--- config.mk ---
export PLATFORM = sky130hd
export DESIGN_NAME = tkq_debounce
export DESIGN_NICKNAME = d
export VERILOG_FILES = /design/src/tkq_pkg.sv /design/src/tkq_debounce.sv
export SDC_FILE = /design/constraint.sdc
export NUM_CORES = 1
export LEC_CHECK = 0
export BUFFER_PORTS_ARGS = -buffer_cell sky130_fd_sc_hd__buf_2
export CORE_ASPECT_RATIO = 0.7
export CORE_MARGIN = 5
export CORE_UTILIZATION = 53
export CTS_CLUSTER_SIZE = 12
export DETAILED_ROUTE_END_ITERATION = 12
export GPL_TIMING_DRIVEN = 0
export PLACE_DENSITY = 0.78
export SLEW_MARGIN = 20
export SYNTH_ARGS = -nofsm -noshare
export SYNTH_HDL_FRONTEND = slang
export SYNTH_SLANG_ARGS = --single-unit
--- constraint.sdc ---
create_clock -name clk -period 6.01 [get_ports clk]
set_input_delay 0.3005 -clock clk [delete_from_list [all_inputs] [get_ports clk]]
set_output_delay 0.3005 -clock clk [all_outputs]
set_load 0.05 [all_outputs]
--- src/tkq_pkg.sv ---
`default_nettype none
package tkq_pkg;

  localparam int SAMPLE_BITS = 22;
  localparam int DW          = SAMPLE_BITS + 1;
  localparam int TIME_BITS   = 32;
  localparam int MS_W        = 16;
  localparam int MIN_DELTA_W = 22;
  localparam int CMP_W       = (SAMPLE_BITS > MIN_DELTA_W) ? SAMPLE_BITS : MIN_DELTA_W;
  localparam int CODE_BITS   = 4;
  localparam int NUM_CH      = 5;
  localparam int NUM_BODY    = 3;
  localparam int NUM_SLOTS   = 8;
  localparam int SLOT_W      = 3;

  localparam int ON_FRAMES  = 2;
  localparam int OFF_FRAMES = 4;
  localparam int MASK_MS    = 2000;
  localparam int ON_W       = 2;
  localparam int OFF_W      = 3;

  localparam int CFG_IDX_W  = 3;
  localparam int CFG_DATA_W = CMP_W;

  localparam logic [CFG_IDX_W-1:0] CFG_BASE_HEAD    = 3'd0;
  localparam logic [CFG_IDX_W-1:0] CFG_BASE_ABDOMEN = 3'd1;
  localparam logic [CFG_IDX_W-1:0] CFG_BASE_BACK    = 3'd2;
  localparam logic [CFG_IDX_W-1:0] CFG_BASE_PREV    = 3'd3;
  localparam logic [CFG_IDX_W-1:0] CFG_BASE_NEXT    = 3'd4;
  localparam logic [CFG_IDX_W-1:0] CFG_MIN_DELTA    = 3'd5;
  localparam logic [CFG_IDX_W-1:0] CFG_SHORT_MIN    = 3'd6;
  localparam logic [CFG_IDX_W-1:0] CFG_LONG_MIN     = 3'd7;

  localparam logic [MIN_DELTA_W-1:0] MIN_DELTA_RST = 22'd2000;
  localparam logic [MS_W-1:0]        SHORT_MIN_RST = 16'd300;
  localparam logic [MS_W-1:0]        LONG_MIN_RST  = 16'd3000;

  localparam int CH_HEAD    = 0;
  localparam int CH_ABDOMEN = 1;
  localparam int CH_BACK    = 2;
  localparam int CH_PREV    = 3;
  localparam int CH_NEXT    = 4;

  localparam logic [CODE_BITS-1:0] EV_HEAD       = 4'd0;
  localparam logic [CODE_BITS-1:0] EV_ABDOMEN    = 4'd1;
  localparam logic [CODE_BITS-1:0] EV_BACK       = 4'd2;
  localparam logic [CODE_BITS-1:0] EV_HA         = 4'd3;
  localparam logic [CODE_BITS-1:0] EV_HB         = 4'd4;
  localparam logic [CODE_BITS-1:0] EV_AB         = 4'd5;
  localparam logic [CODE_BITS-1:0] EV_PREV_SHORT = 4'd6;
  localparam logic [CODE_BITS-1:0] EV_PREV_LONG  = 4'd7;
  localparam logic [CODE_BITS-1:0] EV_NEXT_SHORT = 4'd8;
  localparam logic [CODE_BITS-1:0] EV_NEXT_LONG  = 4'd9;

  localparam logic [1:0] PH_NONE = 2'd0;
  localparam logic [1:0] PH_PREV = 2'd1;
  localparam logic [1:0] PH_NEXT = 2'd2;

  // baseline/20 = (baseline>>2)/5 by reciprocal multiply
  localparam int Q_W  = SAMPLE_BITS - 4;
  localparam int Q_XW = SAMPLE_BITS - 2;
  localparam int Q_K  = SAMPLE_BITS + 1;
  localparam int Q_MW = Q_K - 1;
  localparam longint unsigned Q_M = ((64'd1 << Q_K) + 64'd4) / 64'd5;

  // max*7/10 = ((max*7)>>1)/5 by reciprocal multiply
  localparam int T_XW = SAMPLE_BITS + 2;
  localparam int T_K  = SAMPLE_BITS + 4;
  localparam int T_MW = T_K - 1;
  localparam longint unsigned T_M = ((64'd1 << T_K) + 64'd4) / 64'd5;

  typedef struct packed {
    logic                 rel;
    logic                 down;
    logic [TIME_BITS-1:0] held;
  } key_res_t;

  typedef struct packed {
    logic                 vld;
    logic [CODE_BITS-1:0] code;
    logic [TIME_BITS-1:0] held;
  } ev_slot_t;

endpackage
`default_nettype wire

--- src/tkq_debounce.sv ---
`default_nettype none
module tkq_debounce (
  input  logic                            clk,
  input  logic                            rst_n,
  input  logic                            upd,
  input  logic                            clr,
  input  logic                            touched,
  input  logic [tkq_pkg::TIME_BITS-1:0]   now,
  output tkq_pkg::key_res_t               res
);

  logic                            down_r, down_nxt;
  logic [tkq_pkg::ON_W-1:0]        on_r, on_nxt;
  logic [tkq_pkg::OFF_W-1:0]       off_r, off_nxt;
  logic [tkq_pkg::TIME_BITS-1:0]   pt_r, pt_nxt;
  logic [tkq_pkg::ON_W:0]          on_inc;
  logic [tkq_pkg::OFF_W:0]         off_inc;
  logic                            rel;

  always_comb begin
    down_nxt = down_r;
    on_nxt   = on_r;
    off_nxt  = off_r;
    pt_nxt   = pt_r;
    rel      = 1'b0;
    on_inc   = {1'b0, on_r} + (tkq_pkg::ON_W+1)'(1);
    off_inc  = {1'b0, off_r} + (tkq_pkg::OFF_W+1)'(1);
    if (clr) begin
      down_nxt = 1'b0;
      on_nxt   = '0;
      off_nxt  = '0;
      pt_nxt   = '0;
    end else if (touched) begin
      off_nxt = '0;
      if (!down_r) begin
        on_nxt = on_inc[tkq_pkg::ON_W-1:0];
        if (on_inc >= (tkq_pkg::ON_W+1)'(tkq_pkg::ON_FRAMES)) begin
          down_nxt = 1'b1;
          pt_nxt   = now;
        end
      end
    end else begin
      on_nxt = '0;
      if (down_r) begin
        if (off_inc >= (tkq_pkg::OFF_W+1)'(tkq_pkg::OFF_FRAMES)) begin
          rel      = 1'b1;
          down_nxt = 1'b0;
          pt_nxt   = '0;
          off_nxt  = '0;
        end else begin
          off_nxt = off_inc[tkq_pkg::OFF_W-1:0];
        end
      end
    end
  end

  always_ff @(posedge clk) begin
    if (!rst_n) begin
      down_r <= 1'b0;
      on_r   <= '0;
      off_r  <= '0;
      pt_r   <= '0;
    end else if (upd) begin
      down_r <= down_nxt;
      on_r   <= on_nxt;
      off_r  <= off_nxt;
      pt_r   <= pt_nxt;
    end
  end

  assign res.rel  = rel;
  assign res.down = down_nxt;
  assign res.held = now - pt_r;

endmodule
`default_nettype wire

* Yosys cells after proc, flatten, opt, wreduce, memory -nomap -nowiden
Cells that the tools add are included.
** Operators by class
- $add $sub $neg :: 3
- $lt $le $gt $ge :: 2
- Eq/ne operators :: 1
- Multiplexer cells :: 23
- Reductions and logical operators :: 6
** Operators by type and width (count)
- $mux 32 :: 6
- $sub 32x32->32 :: 1
- $mux 3 :: 4
- $mux 1 :: 10
- $reduce_bool 3->1 :: 3
- $mux 2 :: 3
- $reduce_and 5->1 :: 1
- $add 3x1->4 const B :: 1
- $ge 4x3->1 const B :: 1
- $reduce_and 2->1 :: 2
- $add 2x1->3 const B :: 1
- $ge 3x2->1 const B :: 1
- $ne 3x3->1 const B :: 1
** Storage, ports and cells
- Bits in registers :: 38
- Input port bits :: 37
- Output and inout bits :: 34
- Logic and storage cells :: 39

* Logic depth before layout (Yosys ltp)
- Word-level depth :: 6
- Gate-level depth with buffers :: 10
- Depth with buffers taken out :: 10

* Worst setup path before layout
Ideal clock, no wire load.
- Path type :: input port to output port
- Start :: in now[0] (netlist bit)
- End :: out res[28] (netlist bit)
- Arrival :: 2.751 ns
- Required time :: 5.709 ns
- Setup slack :: 2.959 ns
- Cell stages on the path :: 10
- Cell sequence :: inv_1 ha_1 fa_1 nor2b_1 o211ai_2 a31oi_1 a32o_2 a2111oi_2 nand2b_1 xnor2_1
** RTL lines
- start: declaration :: line tkq_debounce.sv:8 : input logic [tkq_pkg::TIME_BITS-1:0] now,
- end: declaration :: line tkq_debounce.sv:9 : output tkq_pkg::key_res_t res

==> results.md <==
* Outcome: finished, final reports clean
* Unrepaired setup endpoints after global routing: no
* Initial antenna violation count at 0
* Final setup vio count at 0
* Mapped Nets at ~540
* CTS tree: yes
* Hold_buf cts at 0
* Worst path bufs/invs at 1
* CTS sink cnt at 38
* Static leakage at 1.54 nW
* Layout Nets at 617
* Critical path fanouts, max at 4
* Reg power frac at a little under a third
* Hold Path Sink: pt_r[0]
* Pin count of the biggest net entering global routing at 13
* Comb power frac at 44.7%
* Grt ovf at 0
* CP Class: flip-flop to primary output
* Pint at between 400 and 500 µW
* Register area share after synthesis at around 22%
* Commonest non-fill, non-tap cell in the layout: buf_2
* Total power at between 800 and 900 µW
* Post-CTS Setup Bufs at 0
* Min-delay src: now[0]
* Most frequent cells in the layout: buf_2, nand2_1, inv_1, nand3_1, dfxtp_1
* Share of post-route cells with drive strength above 1 at between 10% and 20%
* Switch share at between 40% and 50%
* RR Endpoint: pt_r[6]
* Die Wd at approximately 110 µm
* Avg WL per Cell at ~14 µm
* Setup_tns at 0 ns
* Number of global-route vias before repair at approximately 3.3k
* Synth Warn # at 0
* IO Count at 71
* Critical Path RT at ~5.7 ns
* Peak Freq at 302 MHz
* Met1 Use GR at slightly below 30%
* Met3 GRT Util at a little under 4%
* Max VDD drop at 0.107 mV
* Final period util at about 55%
* GRT busiest layer: met2
* Sw Pwr at approximately 360 µW
* Arrival time worst endpoint at between 3 and 4 ns
* Top_reg_cell synth: dfxtp_1
* Clock Power Share at between 20% and 30%
* Cell depth of the worst flop-to-flop path at 7
* Vias per inst at roughly 5.7
* Antenna fix cells at 0
* Post-synth EDFFs at 0
* Die ar. at slightly above 8000 µm²
* Power per standard cell area at slightly above 200 nW/µm²
* Slowest CP cell: fa_1
* Root buf cell: clkbuf_8
* Number of detailed-route iterations in the first pass at 5
* Final worst setup slack at 2.69 ns
* Worst Hold Depth at 3
* Final Hold Vio Count at 0
* Crit. End Element: primary output
* Area delta synth->final at 15.4%
* Met2 Use GR at 35.1%
* Resize count post-CTS at 0
* # DRC at 0
* Max stage delay on crit path at between 0.4 and 0.5 ns
* RR Startpoint: off_r[0]
* Max_cap viols at 0
* Worst-Skew Late Latency at 0.30 ns
* Max Slew Vio Count at 0
* Cell Area, Synth at 3450 µm²
* Synthesized netlist cell count at around 470
* Detailed Route WL at between 9000 and 10000 µm
* Crit-path leading delay family: compound AO/OA/AOI/OAI gates
* H-tree levels at 2
* Setup slack, reg-to-reg at 3.68 ns
* Post-Synthesis Mean Instance Area at ~7.3 µm²
* Initial Util at about 55%
* Slew HR at between 50% and 60%
* HP Class: input port to flip-flop
* Clock transition at path regs at 0.08 ns
* Port Buffers at a little under 70
* Std-Cell Rows at 24
* Distinct cells, synth at between 50 and 60
* First-pass GRT wire length at 14700 µm
* Crit path launch type: flip-flop
* Period minus WS final at 3.32 ns
* Post-Place Setup Slack at approximately 2.9 ns
* Placer congestion estimate at slightly above 0.9
* GRT Util Overall at a little over a fifth
* Clock skew at between 0.01 and 0.015 ns
* FILL cells at roughly 590
* Final ANT Viol Nets at 0
* Longest Clk Path Bufs at 2
* Die height at about 78 µm
* CTS buffer count at 5
* Core Box Area at approximately 6300 µm²
* Yosys reg bits at 38
* 1st-iter DRT viols at 185
* CP Cell Sequence: ha_1 > fa_1 > nor2b_1 > o211ai_2 > a31oi_1 > a32o_2 > a21oi_1 > o21bai_1 > xor2_1 > buf_2
* Worst Tran Pin Value at roughly 0.66 ns
* Asr flop ratio synth at 0%
* HPWL Detailed at a little over 7000 µm
* Routed via count at between 3k and 4k
==> area by class of cell <==
type | count | area, µm² | share of cell area [%]
Clock buffer | 6 | 82.6 | 2.07
Sequential cell | 38 | 761 | 19.1
Clock inverter | 2 | 12.5 | 0.314
Inverter | 41 | 154 | 3.86
Tap cell | 78 | 97.6 | 2.45
Timing Repair Buffer | 68 | 340 | 8.53
Buffer | 26 | 114 | 2.86
Multi-Input combinational cell | 366 | 2430 | 60.8
==> registers in the layout, summed over array words and instances, names as in the netlist <==
register  flops
pt_r         32
off_r         3
down_r        1
on_r          2
==> cells by family (layout without fill, tap and decap cells) <==
| group | after synthesis | after routing | share of synthesized area (%) |
|---|---|---|---|
| xor gates and xnor gates | 30 | 30 | 7.61 |
| muxes | 1 | 1 | 0.290 |
| DFF | 38 | 38 | 22.0 |
| and+or+nand+nor | 165 | 165 | 22.7 |
| AOI/OAI and AO/OA | 136 | 136 | 27.1 |
| adders and majority gates | 34 | 34 | 12.5 |
| buffers and inverters | 67 | 143 | 7.75 |
==> routing by layer <==
| layer | wire length, µm | vias to the layer above |
|---|---|---|
| li1 | - | 1778 |
| met1 | 4230 | 1640 |
| met2 | 4140 | 115 |
| met3 | 625 | 7 |
| met4 | 60 | 0 |
| met5 | 0 | - |
==> per-stage QoR <==
stage	area (µm²)	cells	hold slack [ns]	utilization, %
CTS	3990	625	0.253	63.5
floorplan	3450	471	0.434	-
finish	3990	625	0.265	63.5
detailed placement	3890	617	0.455	62.0
global route	3990	625	0.278	63.5
global placement	3890	617	0.444	62.0
==> synth_stat cells, types with 4 or more instances <==
cell type,n,area (µm²)
o21ai_0,26,130
nor2b_1,9,56.3
nor2_1,22,82.6
a31oi_1,5,31.3
a21oi_1,37,185
buf_2,7,35.0
clkbuf_1,17,63.8
xor2_1,14,123
nand2b_1,7,43.8
nand3_1,40,200
nand2_1,62,233
o21a_1,5,37.5
inv_1,41,154
ha_1,33,413
nor3_1,4,20.0
xnor2_1,16,140
dfxtp_1,38,761
nand4_1,6,37.5
a21boi_0,31,233
==> how the worst max path moves through the flow <==
stage / slack [ns] / cells after the start / from / endpoint
final: 2.69 / 10 / pt_r[0] / res[24]
after global routing: 2.54 / 10 / pt_r[0] / res[24]
after CTS: 2.70 / 10 / pt_r[0] / res[30]
after detailed placement: 2.90 / 12 / now[0] / res[30]
after global placement: 2.92 / 12 / now[0] / res[24]
after floorplan: 2.96 / 10 / now[0] / res[28]
==> worst reg2reg max path, cell delays in order, from the launching register on <==
cell and delay (ns):
dfxtp_1 0.34, ha_1 0.21, o21ai_0 0.36, o31ai_1 0.14
o21ai_1 0.42, clkbuf_1 0.47, nand2_1 0.13, a21boi_0 0.20
==> power by group through the flow <==
stage / clock network, mW / logic, mW / registers, mW
4_1_cts: 0.197 / 0.360 / 0.258
5_1_grt: 0.206 / 0.387 / 0.259
6_report: 0.190 / 0.362 / 0.258
2_1_floorplan: 0 / 0.273 / 0.264
3_3_place_gp: 0 / 0.354 / 0.264
3_5_place_dp: 0 / 0.359 / 0.264
Power figures use the tool's default switching activity.
