**src/tkq_pkg.sv**
```systemverilog
`default_nettype none
package tkq_pkg;

  localparam int SAMPLE_BITS = 22;
  localparam int DW          = SAMPLE_BITS + 1;
  localparam int TIME_BITS   = 32;
  localparam int MS_W        = 16;
  localparam int MIN_DELTA_W = 22;
  localparam int CMP_W       = (SAMPLE_BITS > MIN_DELTA_W) ? SAMPLE_BITS : MIN_DELTA_W;
  localparam int CODE_BITS   = 4;
  localparam int NUM_CH      = 5;
  localparam int NUM_BODY    = 3;
  localparam int NUM_SLOTS   = 8;
  localparam int SLOT_W      = 3;

  localparam int ON_FRAMES  = 2;
  localparam int OFF_FRAMES = 4;
  localparam int MASK_MS    = 2000;
  localparam int ON_W       = 2;
  localparam int OFF_W      = 3;

  localparam int CFG_IDX_W  = 3;
  localparam int CFG_DATA_W = CMP_W;

  localparam logic [CFG_IDX_W-1:0] CFG_BASE_HEAD    = 3'd0;
  localparam logic [CFG_IDX_W-1:0] CFG_BASE_ABDOMEN = 3'd1;
  localparam logic [CFG_IDX_W-1:0] CFG_BASE_BACK    = 3'd2;
  localparam logic [CFG_IDX_W-1:0] CFG_BASE_PREV    = 3'd3;
  localparam logic [CFG_IDX_W-1:0] CFG_BASE_NEXT    = 3'd4;
  localparam logic [CFG_IDX_W-1:0] CFG_MIN_DELTA    = 3'd5;
  localparam logic [CFG_IDX_W-1:0] CFG_SHORT_MIN    = 3'd6;
  localparam logic [CFG_IDX_W-1:0] CFG_LONG_MIN     = 3'd7;

  localparam logic [MIN_DELTA_W-1:0] MIN_DELTA_RST = 22'd2000;
  localparam logic [MS_W-1:0]        SHORT_MIN_RST = 16'd300;
  localparam logic [MS_W-1:0]        LONG_MIN_RST  = 16'd3000;

  localparam int CH_HEAD    = 0;
  localparam int CH_ABDOMEN = 1;
  localparam int CH_BACK    = 2;
  localparam int CH_PREV    = 3;
  localparam int CH_NEXT    = 4;

  localparam logic [CODE_BITS-1:0] EV_HEAD       = 4'd0;
  localparam logic [CODE_BITS-1:0] EV_ABDOMEN    = 4'd1;
  localparam logic [CODE_BITS-1:0] EV_BACK       = 4'd2;
  localparam logic [CODE_BITS-1:0] EV_HA         = 4'd3;
  localparam logic [CODE_BITS-1:0] EV_HB         = 4'd4;
  localparam logic [CODE_BITS-1:0] EV_AB         = 4'd5;
  localparam logic [CODE_BITS-1:0] EV_PREV_SHORT = 4'd6;
  localparam logic [CODE_BITS-1:0] EV_PREV_LONG  = 4'd7;
  localparam logic [CODE_BITS-1:0] EV_NEXT_SHORT = 4'd8;
  localparam logic [CODE_BITS-1:0] EV_NEXT_LONG  = 4'd9;

  localparam logic [1:0] PH_NONE = 2'd0;
  localparam logic [1:0] PH_PREV = 2'd1;
  localparam logic [1:0] PH_NEXT = 2'd2;

  // baseline/20 = (baseline>>2)/5 by reciprocal multiply
  localparam int Q_W  = SAMPLE_BITS - 4;
  localparam int Q_XW = SAMPLE_BITS - 2;
  localparam int Q_K  = SAMPLE_BITS + 1;
  localparam int Q_MW = Q_K - 1;
  localparam longint unsigned Q_M = ((64'd1 << Q_K) + 64'd4) / 64'd5;

  // max*7/10 = ((max*7)>>1)/5 by reciprocal multiply
  localparam int T_XW = SAMPLE_BITS + 2;
  localparam int T_K  = SAMPLE_BITS + 4;
  localparam int T_MW = T_K - 1;
  localparam longint unsigned T_M = ((64'd1 << T_K) + 64'd4) / 64'd5;

  typedef struct packed {
    logic                 rel;
    logic                 down;
    logic [TIME_BITS-1:0] held;
  } key_res_t;

  typedef struct packed {
    logic                 vld;
    logic [CODE_BITS-1:0] code;
    logic [TIME_BITS-1:0] held;
  } ev_slot_t;

endpackage
`default_nettype wire

```
**src/tkq_lane.sv**
```systemverilog
`default_nettype none
module tkq_lane (
  input  logic                                   clk,
  input  logic                                   en,
  input  logic [tkq_pkg::SAMPLE_BITS-1:0]        sample,
  input  logic [tkq_pkg::SAMPLE_BITS-1:0]        base,
  input  logic [tkq_pkg::MIN_DELTA_W-1:0]        min_delta,
  output logic signed [tkq_pkg::DW-1:0]          delta,
  output logic                                   touched
);

  logic signed [tkq_pkg::DW-1:0]                 d1_r, d1_nxt;
  logic [tkq_pkg::Q_W-1:0]                       q1_r, q1_nxt;
  logic [tkq_pkg::Q_XW+tkq_pkg::Q_MW-1:0]        prod;
  logic signed [tkq_pkg::DW-1:0]                 d2_r;
  logic                                          t2_r, t2_nxt;
  logic [tkq_pkg::SAMPLE_BITS-1:0]               dmag;

  // stage 1: delta and baseline/20
  always_comb begin
    d1_nxt = $signed({1'b0, sample}) - $signed({1'b0, base});
    prod   = base[tkq_pkg::SAMPLE_BITS-1:2] * tkq_pkg::Q_M[tkq_pkg::Q_MW-1:0];
    q1_nxt = prod[tkq_pkg::Q_K +: tkq_pkg::Q_W];
  end

  // stage 2: both thresholds
  always_comb begin
    dmag   = d1_r[tkq_pkg::SAMPLE_BITS-1:0];
    t2_nxt = !d1_r[tkq_pkg::DW-1]
             && (tkq_pkg::CMP_W'(dmag) > tkq_pkg::CMP_W'(min_delta))
             && (dmag > tkq_pkg::SAMPLE_BITS'(q1_r));
  end

  always_ff @(posedge clk) begin
    if (en) begin
      d1_r <= d1_nxt;
      q1_r <= q1_nxt;
      d2_r <= d1_r;
      t2_r <= t2_nxt;
    end
  end

  assign delta   = d2_r;
  assign touched = t2_r;

endmodule
`default_nettype wire

```
**config.mk**
```make
export PLATFORM = sky130hd
export DESIGN_NAME = tkq_lane
export DESIGN_NICKNAME = d
export VERILOG_FILES = /design/src/tkq_pkg.sv /design/src/tkq_lane.sv
export SDC_FILE = /design/constraint.sdc
export NUM_CORES = 1
export LEC_CHECK = 0
export BUFFER_PORTS_ARGS = -buffer_cell sky130_fd_sc_hd__buf_2
export CAP_MARGIN = 20
export CORE_UTILIZATION = 45
export DETAILED_ROUTE_END_ITERATION = 10
export PLACE_DENSITY_LB_ADDON = 0.08
export SLEW_MARGIN = 40
export SYNTH_ARGS = -nofsm -noshare
export SYNTH_HDL_FRONTEND = slang
export SYNTH_SLANG_ARGS = --single-unit
```
**constraint.sdc**
```tcl
create_clock -name clk -period 5.65 [get_ports clk]
set_input_delay 0.2825 -clock clk [delete_from_list [all_inputs] [get_ports clk]]
set_output_delay 0.2825 -clock clk [all_outputs]
set_load 0.1 [all_outputs]
```
Yosys cells after proc, flatten, opt, wreduce, memory -nomap -nowiden --
Index checks and enable logic that the tools add are counted. W data, S select, Z words.
Operators by class: reductions and logical operators 3, $mul 1, $add $sub $neg 1, $lt $le $gt $ge 2
Operator list (number):
- $mul A20 B20 Y40 const B | 1
- $sub A22 B22 Y23 | 1
- $gt A22 B18 Y1 | 1
- $gt A22 B22 Y1 | 1
- $logic_and A1 B1 Y1 | 2
- $logic_not A1 Y1 | 1
Storage, ports and cells: register bits after elaboration 65, output and inout port bits 24, bits of input ports 68, word-level logic and storage cells 11

Longest topological paths before layout --
Gate-level depths: netlist (run 1).
depth in word-level cells 3, gate-level depth with buffers 24, mapped depth without buffers 23

Worst setup path after synthesis (run 1) --
Ideal clock, no wire load.
path type input to register, start in base[6] (netlist bit), end reg q1_r[17] (netlist bit), data pin, cell stages on the path 21, setup slack 83 ps, buffers on the path 0, arrival time 5308 ps, setup time 260 ps, data required time 5390 ps, path through ha_1 > ha_1 > inv_1 > fa_1 > inv_1 > fa_1 > fa_1 > fa_1 > inv_1 > fa_1 > inv_1 > ha_1 > a21o_1 > a21o_1 > a31oi_1 > o31ai_1 > o31ai_2 > a21oi_2 > a21oi_2 > o21ba_1 > xnor2_1
On the way: cells in the longest elaborated chain, start to end 1
RTL lines:
- from (decl) | RTL line tkq_lane.sv:6 | input logic [tkq_pkg::SAMPLE_BITS-1:0] base,
- $mul A20 B20 Y40 | RTL line tkq_lane.sv:22 | prod = base[tkq_pkg::SAMPLE_BITS-1:2] * tkq_pkg::Q_M[tkq_pkg::Q_MW-1:0];
- named net prod, one bit | RTL line tkq_lane.sv:14 | logic [tkq_pkg::Q_XW+tkq_pkg::Q_MW-1:0] prod;
- to (signal assigned) | RTL line tkq_lane.sv:37 | q1_r <= q1_nxt;
- to (decl) | RTL line tkq_lane.sv:13 | logic [tkq_pkg::Q_W-1:0] q1_r, q1_nxt;
The timed path passes the listed nets, and every way through them passes these cells. A chain may end at the register's enable or synchronous reset.

Worst setup path after layout (run 1) --
start in base[3] (netlist bit), end reg q1_r[17] (netlist bit), data pin
The elaborated chain is that of the path after synthesis.

==> results of run 1 <==
-- cells by family (layout without fill, tap and decap cells) --
group	Yosys count	count (layout)
AO/OA/AOI/OAI	144	144
buffers and inverters	259	486
AND/OR/NAND/NOR	138	138
multiplexers	1	1
flip-flops	65	65
adder cells (fa/ha/maj)	396	396
XOR/XNOR	53	53
-- worst paths after layout --
path	endpoint	cells past startpoint	start	slack, ns
worst max-delay path	q1_r[17]	21	base[3]	0.23
worst max register to register	touched	10	d1_r[3]	3.19
worst min-delay path	d1_r[0]	3	base[0]	0.34
worst min register to register	delta[22]	0	d1_r[22]	0.46
-- cell type report --
| class | instances | share of cell area |
|---|---|---|
| clock buffer | 11 | 0.0172 |
| clock inverter | 5 | 0.00593 |
| inverter | 257 | 0.0715 |
| multi-input combinational | 732 | 0.628 |
| sequential | 65 | 0.145 |
| tap | 319 | 0.0296 |
| timing repair buffer | 213 | 0.103 |
-- critical path: cells and delay by family --
| family | cells | cell delay (ns) |
|---|---|---|
| simple gates | 3 | 0.69 |
| compound gates | 5 | 0.73 |
| buf+inv | 3 | 0.38 |
| fa+ha+maj | 8 | 3.10 |
| xor+xnor | 2 | 0.33 |
-- synthesized netlist by cell type, drive strengths merged, types with 3 or more instances --
cell | instances | area share
o21a | 17 | 0.012
o31a | 3 | 0.0024
ha | 266 | 0.30
a221oi | 3 | 0.0035
xor2 | 28 | 0.022
nand2b | 8 | 0.0045
nand3 | 8 | 0.0041
a21oi | 42 | 0.020
xnor2 | 25 | 0.020
a211oi | 5 | 0.0039
and3 | 4 | 0.0023
nor3 | 12 | 0.0059
inv | 257 | 0.088
nor2 | 40 | 0.014
nand2 | 27 | 0.0092
a21o | 29 | 0.020
nor2b | 7 | 0.0047
o21ai | 23 | 0.011
edfxtp | 65 | 0.18
fa | 130 | 0.24
and2 | 9 | 0.0051
or2 | 3 | 0.0017
o21bai | 3 | 0.0024
nand4 | 13 | 0.0074
-- repair_timing --
item,4_1_cts,5_1_grt
endpoints found under the hold margin,0,0
setup buffers,1,2
resized for setup,2,49
hold buffers,0,0
pin swaps,3,30
endpoints found under the setup margin,6,14
-- through the flow --
step,setup WS [ns],utilization,instances,hold WS [ns]
final,0.226,0.568,1602,0.338
after global routing,-0.0138,0.568,1602,0.350
after CTS,0.0173,0.552,1600,0.332
after floorplan,0.0825,-,1056,0.395
after global placement,-0.318,0.538,1583,0.440
after detailed placement,-0.421,0.538,1583,0.456
-- flip-flops by register name (all words and copies together), names as in the netlist --
register and cells:
q1_r 18, d1_r 23, delta 23, touched 1
-- metal layers --
metal / vias to the layer above / routed length (um) / global-route usage
li1: 3954 / - / -
met1: 3634 / 12700 / 0.314
met2: 152 / 12600 / 0.386
met3: 40 / 1180 / 0.0264
met4: 0 / 803 / 0.0769
met5: - / 0 / 0
==> results.cfg, run 1 <==
[global_route]
grt_overflow = 0
grt_pass1_wl_um = 42600
grt_max_degree = 66
grt_pass1_vias = 8024
grt_use_total = 0.232
antenna_found_initial = 0

[yosys]
ys_warn_count = 0
synth_top_family_by_area = adder cells
syn_nets = 1520
synth_edf_count = 65
synth-compound-area-share = 0.0897
avgSynthCellArea_um2 = 10.4
netlist_instances = 1056
syn_area_um2 = 11000
synth_flop_cell = edfxtp_1
yosys.area_share.simple = 0.0633
synth-adder-area-share = 0.538
synth_seq_cells = 65
muxShareOfSynthArea = 0.000909
synth_cell_type_count = 58
synth-xor-area-share = 0.0421
async_flop_share = 0
ys_seq_area_frac = 0.177

[worst_setup_path]
cp_common_cell = fa_1
crit_slowest_cell = fa_1
crit_type = in2reg
end_kind = flip-flop
cp_max_fo = 5
cp_cell_sequence = buf_2, ha_1, xor2_2, ha_1, or2_2, fa_1, fa_1, fa_1, fa_1, ha_1, ha_4, and3_4, and3_4, inv_1, a211oi_2, buf_4, o31ai_4, a21oi_2, a21oi_2, o21ba_1, xnor2_1
slowest_delay_ns = 0.57
cp_data_arrival_time_ns = 5.50
required_ns = 5.73
cp-start-kind = input port

[clock_network]
cts_made_buffers = 9
cts.sinks = 65
cts_tree = yes
htreeDepth = 3
path_clk_slew_ns = 0.05
clk_latency_ns = 0.33
root_buffer = clkbuf_16
clockBufferDepth = 2

[outcome]
status = finished, final reports clean

[finish]
final_cell_mix = inv_1 (255), ha_1 (243), fa_1 (129)
regArea_um2 = 1950
antenna_cells = 0
syn_to_final_growth_pct = 22.6
final_common_cell = inv_1
drive_gt1_frac = 0.219
multi_input_area_um2 = 8480
nets = 1742
fillers = 2173
final_area_um2 = 13500

[drt]
drcViolationCount = 0
drt_first_iter_violations = 236
vias = 7780
drt_first_pass_iters = 4
routed_via_density = 4.86
wl_per_cell_um = 17.1
drtAntennaViolNets = 0
postRouteWirelength_um = 27300

[timing]
clock.fmax_mhz = 184
period_needed_ns = 5.42
finalCritPeriodShare = 0.960
setup_viol = 0
maxSlewViolCount = 0
skew_ns = 0.00318
slew_headroom = 0.545
finalHoldViolCount = 0
setup_tns_ns = 0
worst_pin_slew_ns = 0.666

[placed_design]
placed_area_um2 = 12800
port_buffers = 91
place_congestion = 0.948
dpl.hpwl_um = 24800

[die]
die-area_um2 = 25100
dieHeight_um = 158
start_util = 0.464
io_pins = 92
rows = 56
die_w_um = 158
fp.coreArea_um2 = 23800

[run]
drv_cap = 0

[min_path]
worstHoldPathType = in2reg
Power of run 1 is not shown: default switching activity piles up to over one toggle a cycle in this logic, so the estimate is an artifact.
==> run 2: changes to the inputs <==
clock period = 5 ns   (was 5.65 ns; I/O delays follow)
==> results.cfg, run 2 (same netlist as run 1, synthesis figures left out) <==
[outcome]
status = finished, violations left
violations = setup timing

[timing]
clock.fmax_mhz = 191
period_needed_ns = 5.23
slew_headroom = 0.463
rsz0062_at_grt = yes
layout_setup_ws_ns = -0.226
finalCritPeriodShare = 1.05
skew_ns = 0.00607
maxSlewViolCount = 0
finalHoldViolCount = 0
worst_pin_slew_ns = 0.806
setup_viol = 14

[clock_network]
cts_made_buffers = 9
path_clk_slew_ns = 0.05
cts.sinks = 65
clk_latency_ns = 0.33
clockBufferDepth = 2
cts_tree = yes
root_buffer = clkbuf_16
htreeDepth = 3

[worst_setup_path]
crit_buf_inv = 4
cp_data_arrival_time_ns = 5.30
path_delay_family = adder cells
cp_common_cell = fa_1
cp_max_fo = 4
slowest_delay_ns = 0.60
crit_slowest_cell = fa_2
crit_type = in2reg
cp_cell_sequence = buf_12, ha_4, buf_4, fa_2, fa_1, fa_1, inv_1, fa_1, inv_1, fa_1, ha_4, ha_4, and3_1, nand2_1, a211oi_4, o31ai_4, a21oi_2, a21oi_2, o21ba_1, xnor2_1
required_ns = 5.08
cp-start-kind = input port
end_kind = flip-flop

[die]
io_pins = 92
start_util = 0.464
die_w_um = 158
rows = 56
fp.coreArea_um2 = 23800
die-area_um2 = 25100
dieHeight_um = 158

[drt]
drt_first_iter_violations = 285
wl_per_cell_um = 17.1
routed_via_density = 4.89
drt_first_pass_iters = 4
postRouteWirelength_um = 27700
vias = 7921
drtAntennaViolNets = 0
drcViolationCount = 0

[min_path]
worstHoldPathType = in2reg

[finish]
final_cell_mix = inv_1 (240), ha_1 (221), buf_4 (137)
final_common_cell = inv_1
syn_to_final_growth_pct = 28.8
nets = 1760
drive_gt1_frac = 0.284
fin_util = 0.597

[placed_design]
port_buffers = 91
dpl.hpwl_um = 24700
place_congestion = 0.916

[global_route]
grt_pass1_wl_um = 43500
grt_max_degree = 66
antenna_found_initial = 0
grt_pass1_vias = 8332
grt_use_total = 0.234
grt_overflow = 0

[run]
drv_cap = 0
run 2: changes by cell type in the layout (fill, tap and decap cells not counted), sizes merged:
cell,before,now
diode,0,1
buf,211,231
clkbuf,13,10
clkinvlp,1,0
clkinv,2,4
run 2: final cells by class:
type	instances	area (um2)
diodes	1	2.50
clock buffers	10	229
clock inverters	6	82.6
fillers	2071	9560
inverters	257	965
multi-input cells	732	8920
flip-flops and latches	65	1950
well taps	319	399
repair buffers	231	1640
run 2: path summary, 6_finish.rpt:
check | start | cells after the start | endpoint | slack [ns]
setup / recovery | base[13] | 20 | q1_r[17] | -0.23
hold / removal | base[0] | 3 | d1_r[0] | 0.30
setup reg to reg | d1_r[3] | 10 | touched | 2.58
hold reg to reg | d1_r[22] | 0 | delta[22] | 0.45
run 2: metal layers:
| metal | up-vias | share of wire | GRT usage |
|---|---|---|---|
| li1 | 3984 | - | - |
| met1 | 3791 | 0.48 | 0.315 |
| met2 | 119 | 0.48 | 0.403 |
| met3 | 27 | 0.024 | 0.0147 |
| met4 | 0 | 0.019 | 0.0678 |
| met5 | - | 0 | 0 |
run 2: what timing repair did:
item / in CTS / in global routing
gates resized for setup: 88 / 47
setup endpoints to repair: 17 / 17
buffers inserted: 7 / 5
hold buffers: 0 / 0
pin swaps: 76 / 63
run 2: worst min-delay path: stages:
cell,delay [ns]
buf_2,0.08
ha_1,0.11
inv_1,0.03
run 2: stage by stage:
| step | instances | TNS (ns) | hold WS, ns | worst slack (ns) | cell area [um2] |
|---|---|---|---|---|---|
| detailed placement | 1596 | -12.56 | 0.445 | -0.916 | 13200 |
| floorplan | 1056 | -1.08 | 0.362 | -0.231 | 11400 |
| global placement | 1596 | -12.25 | 0.444 | -0.880 | 13200 |
| CTS | 1617 | -1.87 | 0.294 | -0.271 | 13900 |
| finish | 1621 | -2.05 | 0.302 | -0.226 | 14200 |
| global route | 1620 | -4.56 | 0.305 | -0.412 | 14200 |
Power of run 2 is left out for the same reason.
==> run 3: changes to the inputs <==
clock period = 6 ns   (was 5 ns; I/O delays follow)
==> results.cfg, run 3 (same netlist as run 1, synthesis figures left out) <==
[finish]
nets = 1693
final_cell_mix = ha_1 (266), inv_1 (257), fa_1 (130)
final_common_cell = ha_1
syn_to_final_growth_pct = 15.3
drive_gt1_frac = 0.160
antenna_cells = 0

[timing]
skew_ns = 0.00835
slew_headroom = 0.543
setup_viol = 0
finalCritPeriodShare = 0.951
maxSlewViolCount = 0
rsz0062_at_grt = yes
period_needed_ns = 5.70
clock.fmax_mhz = 175
worst_pin_slew_ns = 0.669
setup_tns_ns = 0
finalHoldViolCount = 0

[clock_network]
path_clk_slew_ns = 0.06
cts_tree = yes
htreeDepth = 3
clockBufferDepth = 2
cts_made_buffers = 9
root_buffer = clkbuf_16
cts.sinks = 65
clk_latency_ns = 0.33

[die]
die_w_um = 158
io_pins = 92
fp.coreArea_um2 = 23800
rows = 56
start_util = 0.464
dieHeight_um = 158
die-area_um2 = 25100

[drt]
wl_per_cell_um = 17.1
drcViolationCount = 0
vias = 7619
drtAntennaViolNets = 0
postRouteWirelength_um = 26600
routed_via_density = 4.91
drt_first_iter_violations = 309
drt_first_pass_iters = 5

[worst_setup_path]
reg2reg_depth = 10
required_ns = 6.09
cp_max_fo = 7
end_kind = flip-flop
cp-start-kind = input port
cp_data_arrival_time_ns = 5.79
crit_type = in2reg

[placed_design]
dpl.hpwl_um = 24100
place_congestion = 0.941
port_buffers = 91

[global_route]
grt_use_total = 0.228
grt_pass1_wl_um = 41900
grt_max_degree = 66
grt_overflow = 0
grt_pass1_vias = 7835
antenna_found_initial = 0

[min_path]
worstHoldPathType = in2reg
hold_path_depth = 3

[outcome]
status = finished, final reports clean

[run]
drv_cap = 0
[run 3: layout make-up]
class / instances / area, um2
clock inverter: 6 / 43.8
fill: 2250 / 11100
tap: 319 / 399
inverter: 257 / 965
clock buffer: 10 / 229
sequential: 65 / 1950
multi-input combinational: 732 / 8100
timing repair buffer: 164 / 1010
[run 3: per-stage QoR]
| stage | util | instances | area (um2) | setup slack [ns] | hold slack (ns) |
|---|---|---|---|---|---|
| detailed placement | 0.522 | 1537 | 12400 | -0.109 | 0.435 |
| global placement | 0.522 | 1537 | 12400 | -0.108 | 0.442 |
| finish | 0.535 | 1553 | 12700 | 0.296 | 0.349 |
| CTS | 0.534 | 1553 | 12700 | 0.234 | 0.342 |
| floorplan | - | 1056 | 11000 | 0.415 | 0.412 |
| global route | 0.535 | 1553 | 12700 | -0.0336 | 0.379 |
[run 3: worst paths after layout]
check	slack (ns)	from	endpoint
max reg2reg	3.56	d1_r[3]	touched
min	0.35	base[0]	d1_r[0]
min reg2reg	0.45	d1_r[22]	delta[22]
max	0.30	base[4]	q1_r[17]
[run 3: routing by layer]
metal  GRT usage  vias to the layer above  wire (um)
li1            -                     3841          -
met1       0.310                     3614      12600
met2       0.393                      140      12700
met3      0.0166                       24        760
met4      0.0572                        0        428
met5           0                        -          0
[run 3: worst max-delay path: stages]
cell and delay, ns:
buf_2 0.16, ha_1 0.33, xor2_1 0.17, ha_1 0.18, or2_2 0.31, fa_1 0.51, fa_1 0.52, fa_1 0.52
fa_1 0.49, ha_1 0.34, ha_1 0.32, a2111o_1 0.41, a31oi_1 0.25, o31ai_2 0.17, o31ai_2 0.32, a21oi_2 0.11
a21oi_2 0.17, o21ba_1 0.14, xnor2_1 0.06
[run 3: timing repair]
action | CTS | global route
setup endpoints to repair | 0 | 3
buffers inserted | 0 | 0
resized for setup | 0 | 3
endpoints found under the hold margin | 0 | 0
hold buffers | 0 | 0
Power of run 3 is left out for the same reason.
